File: src/design/rrts_pkg.sv
`default_nettype none
package rrts_pkg;

  typedef enum logic [2:0] {
    OP_ADD     = 3'd0,
    OP_REMOVE  = 3'd1,
    OP_BLOCK   = 3'd2,
    OP_UNBLOCK = 3'd3,
    OP_SWITCH  = 3'd4
  } opcode_e;

  typedef enum logic [2:0] {
    ST_OK       = 3'd0,
    ST_NOCHANGE = 3'd1,
    ST_EMPTY    = 3'd2,
    ST_REJECT   = 3'd3,
    ST_NOTFOUND = 3'd4,
    ST_REFUSED  = 3'd5
  } status_e;

  localparam logic [31:0] IdMax = 32'hFFFF_FFFF;

  typedef struct packed {
    logic [2:0]  opcode;
    logic [31:0] target_id;
    logic        may_block;
    logic [63:0] space_root;
    logic [63:0] start_addr;
    logic [63:0] stack_word;
  } req_t;

  typedef struct packed {
    logic [2:0]  status;
    logic [31:0] chosen_id;
    logic [63:0] run_root;
    logic [63:0] run_addr;
    logic [63:0] run_stack;
    logic [31:0] ids_issued;
  } rsp_t;

  typedef enum logic [3:0] {
    CMD_NONE,
    CMD_SCAN_START,
    CMD_SCAN_STEP,
    CMD_ADD_COMMIT,
    CMD_REMOVE_COMMIT,
    CMD_BLOCK_COMMIT,
    CMD_UNBLOCK_COMMIT,
    CMD_SWITCH_FIRST,
    CMD_SWITCH_SAVE,
    CMD_WALK_STEP,
    CMD_SWITCH_DONE
  } cmd_e;

  typedef struct packed {
    logic scan_done;
    logic found;
    logic free_found;
    logic may_block;
    logic is_last;
    logic ring_nonempty;
    logic switched_once;
    logic counter_max;
    logic walk_done;
    logic walk_moves;
  } stat_t;

endpackage
`default_nettype wire

File: src/design/rrts_if.sv
`default_nettype none
interface rrts_req_if;
  logic          valid;
  logic          ready;
  rrts_pkg::req_t payload;
  modport source(output valid, output payload, input ready);
  modport sink(input valid, input payload, output ready);
endinterface

interface rrts_rsp_if;
  logic          valid;
  logic          ready;
  rrts_pkg::rsp_t payload;
  modport source(output valid, output payload, input ready);
  modport sink(input valid, input payload, output ready);
endinterface
`default_nettype wire

File: src/design/rrts_datapath.sv
`default_nettype none
module rrts_datapath #(
  parameter int unsigned MaxTasks = 16,
  parameter int unsigned SlotW = 4
) (
  input  wire logic           clk_i,
  input  wire logic           rst_ni,
  input  wire rrts_pkg::cmd_e cmd_i,
  input  wire rrts_pkg::req_t req_i,
  output rrts_pkg::stat_t     stat_o,
  output logic [31:0]         run_id_o,
  output logic [63:0]         run_root_o,
  output logic [63:0]         run_addr_o,
  output logic [63:0]         run_stack_o,
  output logic [31:0]         id_counter_o
);

  logic [MaxTasks-1:0] used_q;
  logic [31:0]         id_q     [MaxTasks];
  logic                mayb_q   [MaxTasks];
  logic                blk_q    [MaxTasks];
  logic [SlotW-1:0]    fwd_q    [MaxTasks];
  logic [SlotW-1:0]    back_q   [MaxTasks];
  logic [63:0]         root_q   [MaxTasks];
  logic [63:0]         entry_q  [MaxTasks];
  logic [63:0]         stack_q  [MaxTasks];
  logic [SlotW-1:0]    head_q;
  logic                nonempty_q;
  logic [31:0]         idc_q;
  logic                once_q;

  logic [SlotW:0]   idx_q;
  logic             found_q, free_found_q;
  logic [SlotW-1:0] hit_q, free_q;
  logic [SlotW-1:0] walk_q;
  logic [SlotW:0]   wcnt_q;
  logic [SlotW-1:0] sel_q;

  logic [SlotW-1:0] idx_s;
  logic [SlotW-1:0] nx_s, pv_s, tail_s, wnx_s;
  assign idx_s  = idx_q[SlotW-1:0];
  assign nx_s   = fwd_q[hit_q];
  assign pv_s   = back_q[hit_q];
  assign tail_s = back_q[head_q];
  assign wnx_s  = fwd_q[walk_q];

  always_comb begin
    stat_o.scan_done     = (idx_q == (SlotW+1)'(MaxTasks));
    stat_o.found         = found_q;
    stat_o.free_found    = free_found_q;
    stat_o.may_block     = mayb_q[hit_q];
    stat_o.is_last       = (nx_s == hit_q);
    stat_o.ring_nonempty = nonempty_q;
    stat_o.switched_once = once_q;
    stat_o.counter_max   = (idc_q == rrts_pkg::IdMax);
    stat_o.walk_done     = (walk_q == head_q) || !blk_q[walk_q] ||
                           (wcnt_q == (SlotW+1)'(MaxTasks));
    stat_o.walk_moves    = (walk_q != head_q) && !blk_q[walk_q];
  end

  assign run_id_o     = id_q[sel_q];
  assign run_root_o   = root_q[sel_q];
  assign run_addr_o   = entry_q[sel_q];
  assign run_stack_o  = stack_q[sel_q];
  assign id_counter_o = idc_q;

  always_ff @(posedge clk_i or negedge rst_ni) begin
    if (!rst_ni) begin
      used_q       <= '0;
      head_q       <= '0;
      nonempty_q   <= 1'b0;
      idc_q        <= '0;
      once_q       <= 1'b0;
      idx_q        <= '0;
      found_q      <= 1'b0;
      free_found_q <= 1'b0;
      hit_q        <= '0;
      free_q       <= '0;
      walk_q       <= '0;
      wcnt_q       <= '0;
      sel_q        <= '0;
    end else begin
      case (cmd_i)
        rrts_pkg::CMD_SCAN_START: begin
          idx_q        <= '0;
          found_q      <= 1'b0;
          free_found_q <= 1'b0;
        end
        rrts_pkg::CMD_SCAN_STEP: begin
          if (used_q[idx_s] && id_q[idx_s] == req_i.target_id) begin
            found_q <= 1'b1;
            hit_q   <= idx_s;
          end
          if (!used_q[idx_s] && !free_found_q) begin
            free_found_q <= 1'b1;
            free_q       <= idx_s;
          end
          idx_q <= idx_q + 1'b1;
        end
        rrts_pkg::CMD_ADD_COMMIT: begin
          idc_q           <= idc_q + 32'd1;
          used_q[free_q]  <= 1'b1;
          id_q[free_q]    <= idc_q + 32'd1;
          mayb_q[free_q]  <= req_i.may_block;
          blk_q[free_q]   <= 1'b0;
          root_q[free_q]  <= req_i.space_root;
          entry_q[free_q] <= req_i.start_addr;
          stack_q[free_q] <= req_i.stack_word;
          if (!nonempty_q) begin
            head_q         <= free_q;
            fwd_q[free_q]  <= free_q;
            back_q[free_q] <= free_q;
            nonempty_q     <= 1'b1;
          end else begin
            fwd_q[tail_s]  <= free_q;
            back_q[free_q] <= tail_s;
            fwd_q[free_q]  <= head_q;
            back_q[head_q] <= free_q;
          end
        end
        rrts_pkg::CMD_REMOVE_COMMIT: begin
          if (head_q == hit_q) head_q <= nx_s;
          fwd_q[pv_s]   <= nx_s;
          back_q[nx_s]  <= pv_s;
          used_q[hit_q] <= 1'b0;
        end
        rrts_pkg::CMD_BLOCK_COMMIT:   blk_q[hit_q] <= 1'b1;
        rrts_pkg::CMD_UNBLOCK_COMMIT: blk_q[hit_q] <= 1'b0;
        rrts_pkg::CMD_SWITCH_FIRST: begin
          once_q <= 1'b1;
          sel_q  <= head_q;
        end
        rrts_pkg::CMD_SWITCH_SAVE: begin
          stack_q[head_q] <= req_i.stack_word;
          walk_q          <= fwd_q[head_q];
          wcnt_q          <= '0;
        end
        rrts_pkg::CMD_WALK_STEP: begin
          walk_q <= wnx_s;
          wcnt_q <= wcnt_q + 1'b1;
        end
        rrts_pkg::CMD_SWITCH_DONE: begin
          if (walk_q == head_q || blk_q[walk_q]) begin
            sel_q <= head_q;
          end else begin
            head_q <= walk_q;
            sel_q  <= walk_q;
          end
        end
        default: ;
      endcase
    end
  end

  assert property (@(posedge clk_i) disable iff (!rst_ni)
    cmd_i == rrts_pkg::CMD_ADD_COMMIT |=> nonempty_q)
    else $error("ring empty after add");
  assert property (@(posedge clk_i) disable iff (!rst_ni)
    cmd_i == rrts_pkg::CMD_SWITCH_FIRST |=> once_q)
    else $error("first switch not recorded");
  assert property (@(posedge clk_i) disable iff (!rst_ni)
    cmd_i == rrts_pkg::CMD_ADD_COMMIT |=> idc_q == $past(idc_q) + 32'd1)
    else $error("id counter did not advance");

endmodule
`default_nettype wire

File: src/design/rrts_ctrl.sv
`default_nettype none
module rrts_ctrl (
  input  wire logic            clk_i,
  input  wire logic            rst_ni,
  input  wire logic            in_valid_i,
  output logic                 in_ready_o,
  input  wire logic [2:0]      opcode_i,
  input  wire logic            words_zero_i,
  input  wire rrts_pkg::stat_t stat_i,
  output rrts_pkg::cmd_e       cmd_o,
  output logic                 out_valid_o,
  input  wire logic            out_ready_i,
  output logic [2:0]           status_o,
  output logic                 report_o,
  output logic                 latch_o
);

  typedef enum logic [2:0] {
    S_IDLE, S_SCAN, S_DECIDE, S_WALK, S_FINISH, S_OUT
  } state_e;

  state_e      state_q;
  logic [2:0]  op_q;
  logic        zero_q;
  logic [2:0]  status_q;
  logic        report_q;
  logic        ovalid_q;

  assign in_ready_o  = (state_q == S_IDLE);
  assign out_valid_o = ovalid_q;
  assign status_o    = status_q;
  assign report_o    = report_q;
  assign latch_o     = in_valid_i && in_ready_o;

  always_comb begin
    cmd_o = rrts_pkg::CMD_NONE;
    case (state_q)
      S_IDLE:   if (in_valid_i) cmd_o = rrts_pkg::CMD_SCAN_START;
      S_SCAN:   if (!stat_i.scan_done) cmd_o = rrts_pkg::CMD_SCAN_STEP;
      S_DECIDE: begin
        case (op_q)
          rrts_pkg::OP_ADD:
            if (!zero_q && !stat_i.counter_max && stat_i.free_found)
              cmd_o = rrts_pkg::CMD_ADD_COMMIT;
          rrts_pkg::OP_REMOVE:
            if (stat_i.found && !stat_i.is_last) cmd_o = rrts_pkg::CMD_REMOVE_COMMIT;
          rrts_pkg::OP_BLOCK:
            if (stat_i.found && stat_i.may_block) cmd_o = rrts_pkg::CMD_BLOCK_COMMIT;
          rrts_pkg::OP_UNBLOCK:
            if (stat_i.found) cmd_o = rrts_pkg::CMD_UNBLOCK_COMMIT;
          rrts_pkg::OP_SWITCH:
            if (stat_i.ring_nonempty)
              cmd_o = stat_i.switched_once ? rrts_pkg::CMD_SWITCH_SAVE
                                           : rrts_pkg::CMD_SWITCH_FIRST;
          default: ;
        endcase
      end
      S_WALK:   cmd_o = stat_i.walk_done ? rrts_pkg::CMD_SWITCH_DONE
                                         : rrts_pkg::CMD_WALK_STEP;
      default: ;
    endcase
  end

  always_ff @(posedge clk_i or negedge rst_ni) begin
    if (!rst_ni) begin
      state_q  <= S_IDLE;
      op_q     <= '0;
      zero_q   <= 1'b0;
      status_q <= '0;
      report_q <= 1'b0;
      ovalid_q <= 1'b0;
    end else begin
      case (state_q)
        S_IDLE: begin
          if (in_valid_i) begin
            op_q    <= opcode_i;
            zero_q  <= words_zero_i;
            state_q <= S_SCAN;
          end
        end
        S_SCAN: if (stat_i.scan_done) state_q <= S_DECIDE;
        S_DECIDE: begin
          report_q <= 1'b0;
          state_q  <= S_OUT;
          ovalid_q <= 1'b1;
          case (op_q)
            rrts_pkg::OP_ADD:
              status_q <= (!zero_q && !stat_i.counter_max && stat_i.free_found)
                          ? rrts_pkg::ST_OK : rrts_pkg::ST_REJECT;
            rrts_pkg::OP_REMOVE:
              status_q <= !stat_i.found ? rrts_pkg::ST_NOTFOUND :
                          stat_i.is_last ? rrts_pkg::ST_REFUSED : rrts_pkg::ST_OK;
            rrts_pkg::OP_BLOCK:
              status_q <= !stat_i.found ? rrts_pkg::ST_NOTFOUND :
                          stat_i.may_block ? rrts_pkg::ST_OK : rrts_pkg::ST_NOCHANGE;
            rrts_pkg::OP_UNBLOCK:
              status_q <= stat_i.found ? rrts_pkg::ST_OK : rrts_pkg::ST_NOTFOUND;
            rrts_pkg::OP_SWITCH: begin
              if (!stat_i.ring_nonempty) begin
                status_q <= rrts_pkg::ST_EMPTY;
              end else if (!stat_i.switched_once) begin
                status_q <= rrts_pkg::ST_OK;
                report_q <= 1'b1;
              end else begin
                ovalid_q <= 1'b0;
                state_q  <= S_WALK;
              end
            end
            default: status_q <= rrts_pkg::ST_REJECT;
          endcase
        end
        S_WALK: begin
          if (stat_i.walk_done) begin
            status_q <= stat_i.walk_moves ? rrts_pkg::ST_OK : rrts_pkg::ST_NOCHANGE;
            state_q  <= S_FINISH;
          end
        end
        S_FINISH: begin
          report_q <= 1'b1;
          ovalid_q <= 1'b1;
          state_q  <= S_OUT;
        end
        S_OUT: begin
          if (out_ready_i) begin
            ovalid_q <= 1'b0;
            state_q  <= S_IDLE;
          end
        end
        default: state_q <= S_IDLE;
      endcase
    end
  end

  assert property (@(posedge clk_i) disable iff (!rst_ni)
    ovalid_q |-> state_q == S_OUT)
    else $error("result shown outside output state");
  assert property (@(posedge clk_i) disable iff (!rst_ni)
    ovalid_q && !out_ready_i |=> ovalid_q && $stable(status_q))
    else $error("stalled result changed");
  assert property (@(posedge clk_i) disable iff (!rst_ni)
    latch_o |=> state_q == S_SCAN)
    else $error("accepted transaction not started");

endmodule
`default_nettype wire

File: src/design/round_robin_task_scheduler.sv
// Round-robin task scheduler with blocking.
// One request channel (req) carries an opcode and operands; one response
// channel (rsp) returns exactly one result per request, in order.
// Both channels transfer a transaction when valid and ready are high together.
// The block handles one transaction at a time: req ready is high only when idle.
// Add, remove, block, unblock and an empty or first switch pass through the
// slot scan, which checks one slot per cycle, then the decide and output states.
// A regular switch also saves the stack word and walks the ring from the head
// to the next task that is not blocked, if any, then passes the finish state.
// The result is held in an output register; while the receiver stalls,
// rsp valid and the payload hold and no new request is accepted.
// Reset is asynchronous and active low; it empties the ring, clears the
// id counter and the first-switch flag. No clearing pass is needed.
`default_nettype none
module round_robin_task_scheduler #(
  parameter int unsigned MAX_TASKS = 16
) (
  input  wire logic clk_i,
  input  wire logic rst_ni,
  rrts_req_if.sink  req,
  rrts_rsp_if.source rsp
);

  localparam int unsigned SlotW = (MAX_TASKS > 1) ? $clog2(MAX_TASKS) : 1;

  rrts_pkg::req_t  req_q;
  rrts_pkg::cmd_e  cmd;
  rrts_pkg::stat_t stat;
  logic            latch, report;
  logic [2:0]      status;
  logic [31:0]     run_id, idc;
  logic [63:0]     run_root, run_addr, run_stack;
  logic            words_zero;

  assign words_zero = (req.payload.space_root == 64'd0) ||
                      (req.payload.start_addr == 64'd0) ||
                      (req.payload.stack_word == 64'd0);

  always_ff @(posedge clk_i) begin
    if (latch) req_q <= req.payload;
  end

  rrts_ctrl u_ctrl (
    .clk_i        (clk_i),
    .rst_ni       (rst_ni),
    .in_valid_i   (req.valid),
    .in_ready_o   (req.ready),
    .opcode_i     (req.payload.opcode),
    .words_zero_i (words_zero),
    .stat_i       (stat),
    .cmd_o        (cmd),
    .out_valid_o  (rsp.valid),
    .out_ready_i  (rsp.ready),
    .status_o     (status),
    .report_o     (report),
    .latch_o      (latch)
  );

  rrts_datapath #(.MaxTasks(MAX_TASKS), .SlotW(SlotW)) u_dp (
    .clk_i        (clk_i),
    .rst_ni       (rst_ni),
    .cmd_i        (cmd),
    .req_i        (req_q),
    .stat_o       (stat),
    .run_id_o     (run_id),
    .run_root_o   (run_root),
    .run_addr_o   (run_addr),
    .run_stack_o  (run_stack),
    .id_counter_o (idc)
  );

  always_comb begin
    rsp.payload.status     = status;
    rsp.payload.chosen_id  = report ? run_id :
                             (req_q.opcode == rrts_pkg::OP_ADD &&
                              status == rrts_pkg::ST_OK) ? idc : 32'd0;
    rsp.payload.run_root   = report ? run_root : 64'd0;
    rsp.payload.run_addr   = report ? run_addr : 64'd0;
    rsp.payload.run_stack  = report ? run_stack : 64'd0;
    rsp.payload.ids_issued = idc;
  end

endmodule
`default_nettype wire
File: src/flat_wrapper.sv
// flat-port wrapper written by rule: the top's interface ports become plain ports
module round_robin_task_scheduler_flat 
#(
  parameter int unsigned MAX_TASKS = 16
)
  (clk_i, rst_ni, req_valid, req_payload, req_ready, rsp_valid, rsp_payload, rsp_ready);
  rrts_req_if req_i ();
  rrts_rsp_if rsp_i ();
  input  wire logic clk_i;
  input  wire logic rst_ni;
  input wire logic [$bits(req_i.valid)-1:0] req_valid;
  input wire logic [$bits(req_i.payload)-1:0] req_payload;
  output wire logic [$bits(req_i.ready)-1:0] req_ready;
  output wire logic [$bits(rsp_i.valid)-1:0] rsp_valid;
  output wire logic [$bits(rsp_i.payload)-1:0] rsp_payload;
  input wire logic [$bits(rsp_i.ready)-1:0] rsp_ready;
  assign req_i.valid = req_valid;
  assign req_i.payload = req_payload;
  assign req_ready = req_i.ready;
  assign rsp_valid = rsp_i.valid;
  assign rsp_payload = rsp_i.payload;
  assign rsp_i.ready = rsp_ready;
  round_robin_task_scheduler #(.MAX_TASKS(MAX_TASKS)) u_core (.clk_i(clk_i), .rst_ni(rst_ni), .req(req_i), .rsp(rsp_i));
endmodule
File: config.mk
export PLATFORM = sky130hd
export DESIGN_NAME = round_robin_task_scheduler_flat
export DESIGN_NICKNAME = d
export VERILOG_FILES = /design/src/design/rrts_pkg.sv /design/src/design/rrts_if.sv /design/src/design/rrts_datapath.sv /design/src/design/rrts_ctrl.sv /design/src/design/round_robin_task_scheduler.sv /design/src/flat_wrapper.sv
export SDC_FILE = /design/constraint.sdc
export NUM_CORES = 2
export LEC_CHECK = 0
export BUFFER_PORTS_ARGS = -buffer_cell sky130_fd_sc_hd__buf_4
export CORE_ASPECT_RATIO = 0.5
export CORE_MARGIN = 2
export CORE_UTILIZATION = 55
export CTS_CLUSTER_DIAMETER = 200
export CTS_CLUSTER_SIZE = 10
export DETAILED_ROUTE_END_ITERATION = 10
export MAX_ROUTING_LAYER = met4
export PLACE_DENSITY = 0.74
export SLEW_MARGIN = 20
export SYNTH_ARGS = -nofsm -noshare
export SYNTH_HDL_FRONTEND = slang
export SYNTH_HIERARCHICAL = 1
export SYNTH_SLANG_ARGS = --single-unit
File: constraint.sdc
create_clock -name clk_i -period 16.6 [get_ports clk_i]
set_input_delay 2.49 -clock clk_i [delete_from_list [all_inputs] [get_ports clk_i]]
set_output_delay 2.49 -clock clk_i [all_outputs]
set_load 0.05 [all_outputs]
==> impl_metrics.env <==
export IMPL_power_mw=27.7
export IMPL_fin_util=0.623
export IMPL_synth_compound_area_share=0.0136
export IMPL_rrSetupSlack_ps=7940
export IMPL_first_pass_iters=8
export IMPL_finalCritPeriodShare=0.522
export IMPL_avgSynthCellArea_um2=22.1
export IMPL_syn_inst=7423
export IMPL_finalSetupViolCount=0
export IMPL_port_buffers=492
export IMPL_cts_setup_buffers=0
export IMPL_die_width_um=776
export IMPL_synth_top_family_by_area="multiplexers"
export IMPL_p_leak_nw=57.0
export IMPL_layout_drive_gt1_share=0.326
export IMPL_clkSinkCount=4066
export IMPL_cp_end_kind="flop"
export IMPL_drv_cap=0
export IMPL_routedWlPerCell_um=34.2
export IMPL_synth_seq_cells=4066
export IMPL_power_density_mw_per_mm2=150
export IMPL_hold_viol=0
export IMPL_skew_ps=64.5
export IMPL_via_count=81940
export IMPL_die_area_mm2=0.303
export IMPL_clkTransAtPathRegs_ps=60
export IMPL_syn_to_final_growth_pct=12.5
export IMPL_yosysWarnings=6
export IMPL_clock_fmax_mhz=115
export IMPL_clk_latency_ps=940
export IMPL_start_util=0.554
export IMPL_grt_max_degree=159
export IMPL_synthXorXnorAreaFrac=0.00508
export IMPL_ys_types=95
export IMPL_cts_path_max_buffers=4
export IMPL_grt_setup_unrepaired="no"
export IMPL_grt_use_total=0.282
export IMPL_cp_data_required_time_ps=17160
export IMPL_fillers=19311
export IMPL_antenna_left=0
export IMPL_synth_fa_ha_area_frac=0.000382
export IMPL_slew_headroom=0.157
export IMPL_drc=0
export IMPL_top_level_ports=493
export IMPL_holdWs_ps=499
export IMPL_synthesis_nets=7660
export IMPL_worstPathArrival_ps=9220
export IMPL_critPathKind="reg2reg"
export IMPL_synth_async_sr_flop_share=0.0231
export IMPL_htreeDepth=5
export IMPL_tightest_slew_ps=1250
export IMPL_wl_mm=415
export IMPL_die_y_um=390
export IMPL_ys_flop_type="edfxtp_1"
export IMPL_worst_hold_path_type="reg2reg"
export IMPL_core_area_mm2=0.296
export IMPL_crit_path_start_kind="flop"
export IMPL_status="completed"
export IMPL_finalMaxSlewViolations=0
export IMPL_fin_nets=8341
export IMPL_tns_ps=0
export IMPL_routed_via_density=6.76
export IMPL_fin_crit_ps=8660
export IMPL_grt_pass1_wl_mm=597
export IMPL_clk_root_buffer_cell="clkbuf_16"
export IMPL_grt_overflow_total=0
export IMPL_first_iter_violations=10913
export IMPL_cts_made_buffers=448
export IMPL_dpl_hpwl_mm=229
export IMPL_antenna_found_initial=19
export IMPL_synth_simple_area_share=0.0273
export IMPL_synth_edf_count=3972
export IMPL_yosysSeqAreaShare=0.742
export IMPL_row_count=141
export IMPL_placed_cells=11586
export IMPL_gp_routability_congestion=0.924
export IMPL_first_global_vias=83198
export IMPL_cp_max_fo=42
export IMPL_synth_mux_area_frac=0.199
export IMPL_cts_tree="built"
export IMPL_ctsResizeCount=0
export IMPL_cts_hold_buf=0
export IMPL_fin_cells=12129
export IMPL_ir_drop_uv=118
export IMPL_syn_area_mm2=0.164
==> cells in the final DEF (no fill, tap or decap), types with 56 or more instances in the layout <==
cell	n
nor2_1	95
nand2_1	216
clkbuf_16	452
mux2i_1	134
dfrtp_1	80
edfxtp_1	3972
o21ai_0	88
a21oi_1	65
buf_4	660
and2_1	210
mux4_2	1309
mux2_2	104
clkbuf_1	56
==> cell families after synthesis <==
family	Yosys count
muxes	1590
DFF	4066
adders and majority gates	5
and+or+nand+nor	846
xor gates and xnor gates	95
buffers and inverters	473
AOI/OAI and AO/OA	348
==> final timing paths <==
| check | start | to | cells past startpoint |
|---|---|---|---|
| worst max-delay path | u_core/u_dp/id_counter_o[1] | u_core/u_dp/root_q[3][43] | 21 |
| worst min-delay path | u_core/u_dp/idx_q[4] | u_core/u_dp/idx_q[4] | 1 |
| worst max register to register | u_core/u_dp/id_counter_o[1] | u_core/u_dp/root_q[3][43] | 21 |
| worst min register to register | u_core/u_dp/idx_q[4] | u_core/u_dp/idx_q[4] | 1 |
| max in group asynchronous | rst_ni | u_core/u_ctrl/report_o | 2 |
| min in group asynchronous | rst_ni | u_core/u_dp/once_q | 1 |
==> Yosys cell counts (10+ instances only) <==
cell type  count  area, um^2
mux2_2       104        1170
a21oi_1       65         325
and2_1       210        1310
nor2_1       127         477
mux4_2      1309       29500
xor2_1        40         350
buf_6         22         248
nor4_1        59         369
o21bai_1      10        75.1
buf_2         30         150
a211oi_1      32         240
nand4_1       27         169
mux2i_1      134        1340
buf_1         88         330
xnor2_1       55         482
edfxtp_1    3972      119000
nand2b_1      23         144
o21ai_0       95         475
inv_1         27         101
and3_1        16         100
nor3_1        25         125
clkbuf_1     274        1030
nand2_1      216         811
o22ai_1       14        87.6
nor2b_1       51         319
dfrtp_1       94        2350
mux2_1        33         372
buf_4         22         165
o21ai_1       28         140
nand3_1       48         240
a22oi_1       16         120
a31oi_1       15        93.8
==> per-layer routing <==
metal  GRT usage  vias to the layer above  part of all wire  wire, um
met4      0.0861                        0             0.033     13800
met5           -                        -                 0         0
met2       0.448                     4622              0.50    207000
li1            -                    32571                 -         -
met3      0.0454                      679             0.090     37300
met1       0.383                    44068              0.38    157000
==> worst max-delay path, stage by stage, from the launching register on <==
cell and delay (ps):
dfrtp_1 430, ha_1 260, nand3_1 180, nor2_1 200, nand3_1 270, nor2_1 120
and3_1 260, nand3_1 190, nor2_1 100, and3_1 240, or3b_1 430, o22ai_1 140
a21oi_1 100, nor3_2 860, and3_1 290, buf_4 370, and2_1 290, nand3_1 350
nor2_4 750, buf_4 850, buf_4 770, buf_4 690
==> area by class of cell <==
class                      instances  area, um^2  area share
antenna                           17        42.5    0.000231
clock buffer                     508       11500      0.0625
clock inverter                    18         308     0.00167
inverter                          28         105    0.000570
multi-input combinational       2884       40500       0.220
sequential                      4066      122000       0.660
tap                             3932        4920      0.0267
timing repair buffer             676        5270      0.0286
==> registers in the layout, summed over array words and instances (netlist names), 16 cells and up <==
name	cells
u_core/u_dp/stack_q	1024
u_core/u_dp/mayb_q	16
u_core/u_dp/used_q	16
u_core/u_dp/id_counter_o	32
u_core/u_dp/blk_q	16
u_core/u_dp/fwd_q	64
u_core/u_dp/id_q	512
u_core/req_q	228
u_core/u_dp/back_q	64
u_core/u_dp/root_q	1024
u_core/u_dp/entry_q	1024
==> where the power goes <==
| group | switching (mW) | internal (mW) | total, mW |
|---|---|---|---|
| clock | 3.71 | 4.83 | 8.54 |
| combinational | 4.14 | 3.14 | 7.27 |
| sequential | 0.367 | 11.5 | 11.9 |
| total | 8.21 | 19.5 | 27.7 |
==> stage by stage <==
| stage | area, um^2 | setup slack [ps] |
|---|---|---|
| 4_1_cts | 184000 | 7950 |
| 6_report | 184000 | 7940 |
| 3_3_place_gp | 172000 | 8200 |
| 2_1_floorplan | 164000 | 5330 |
| 3_5_place_dp | 172000 | 8110 |
| 5_1_grt | 184000 | 7610 |
Note: power is estimated with default switching activity, not from simulation.
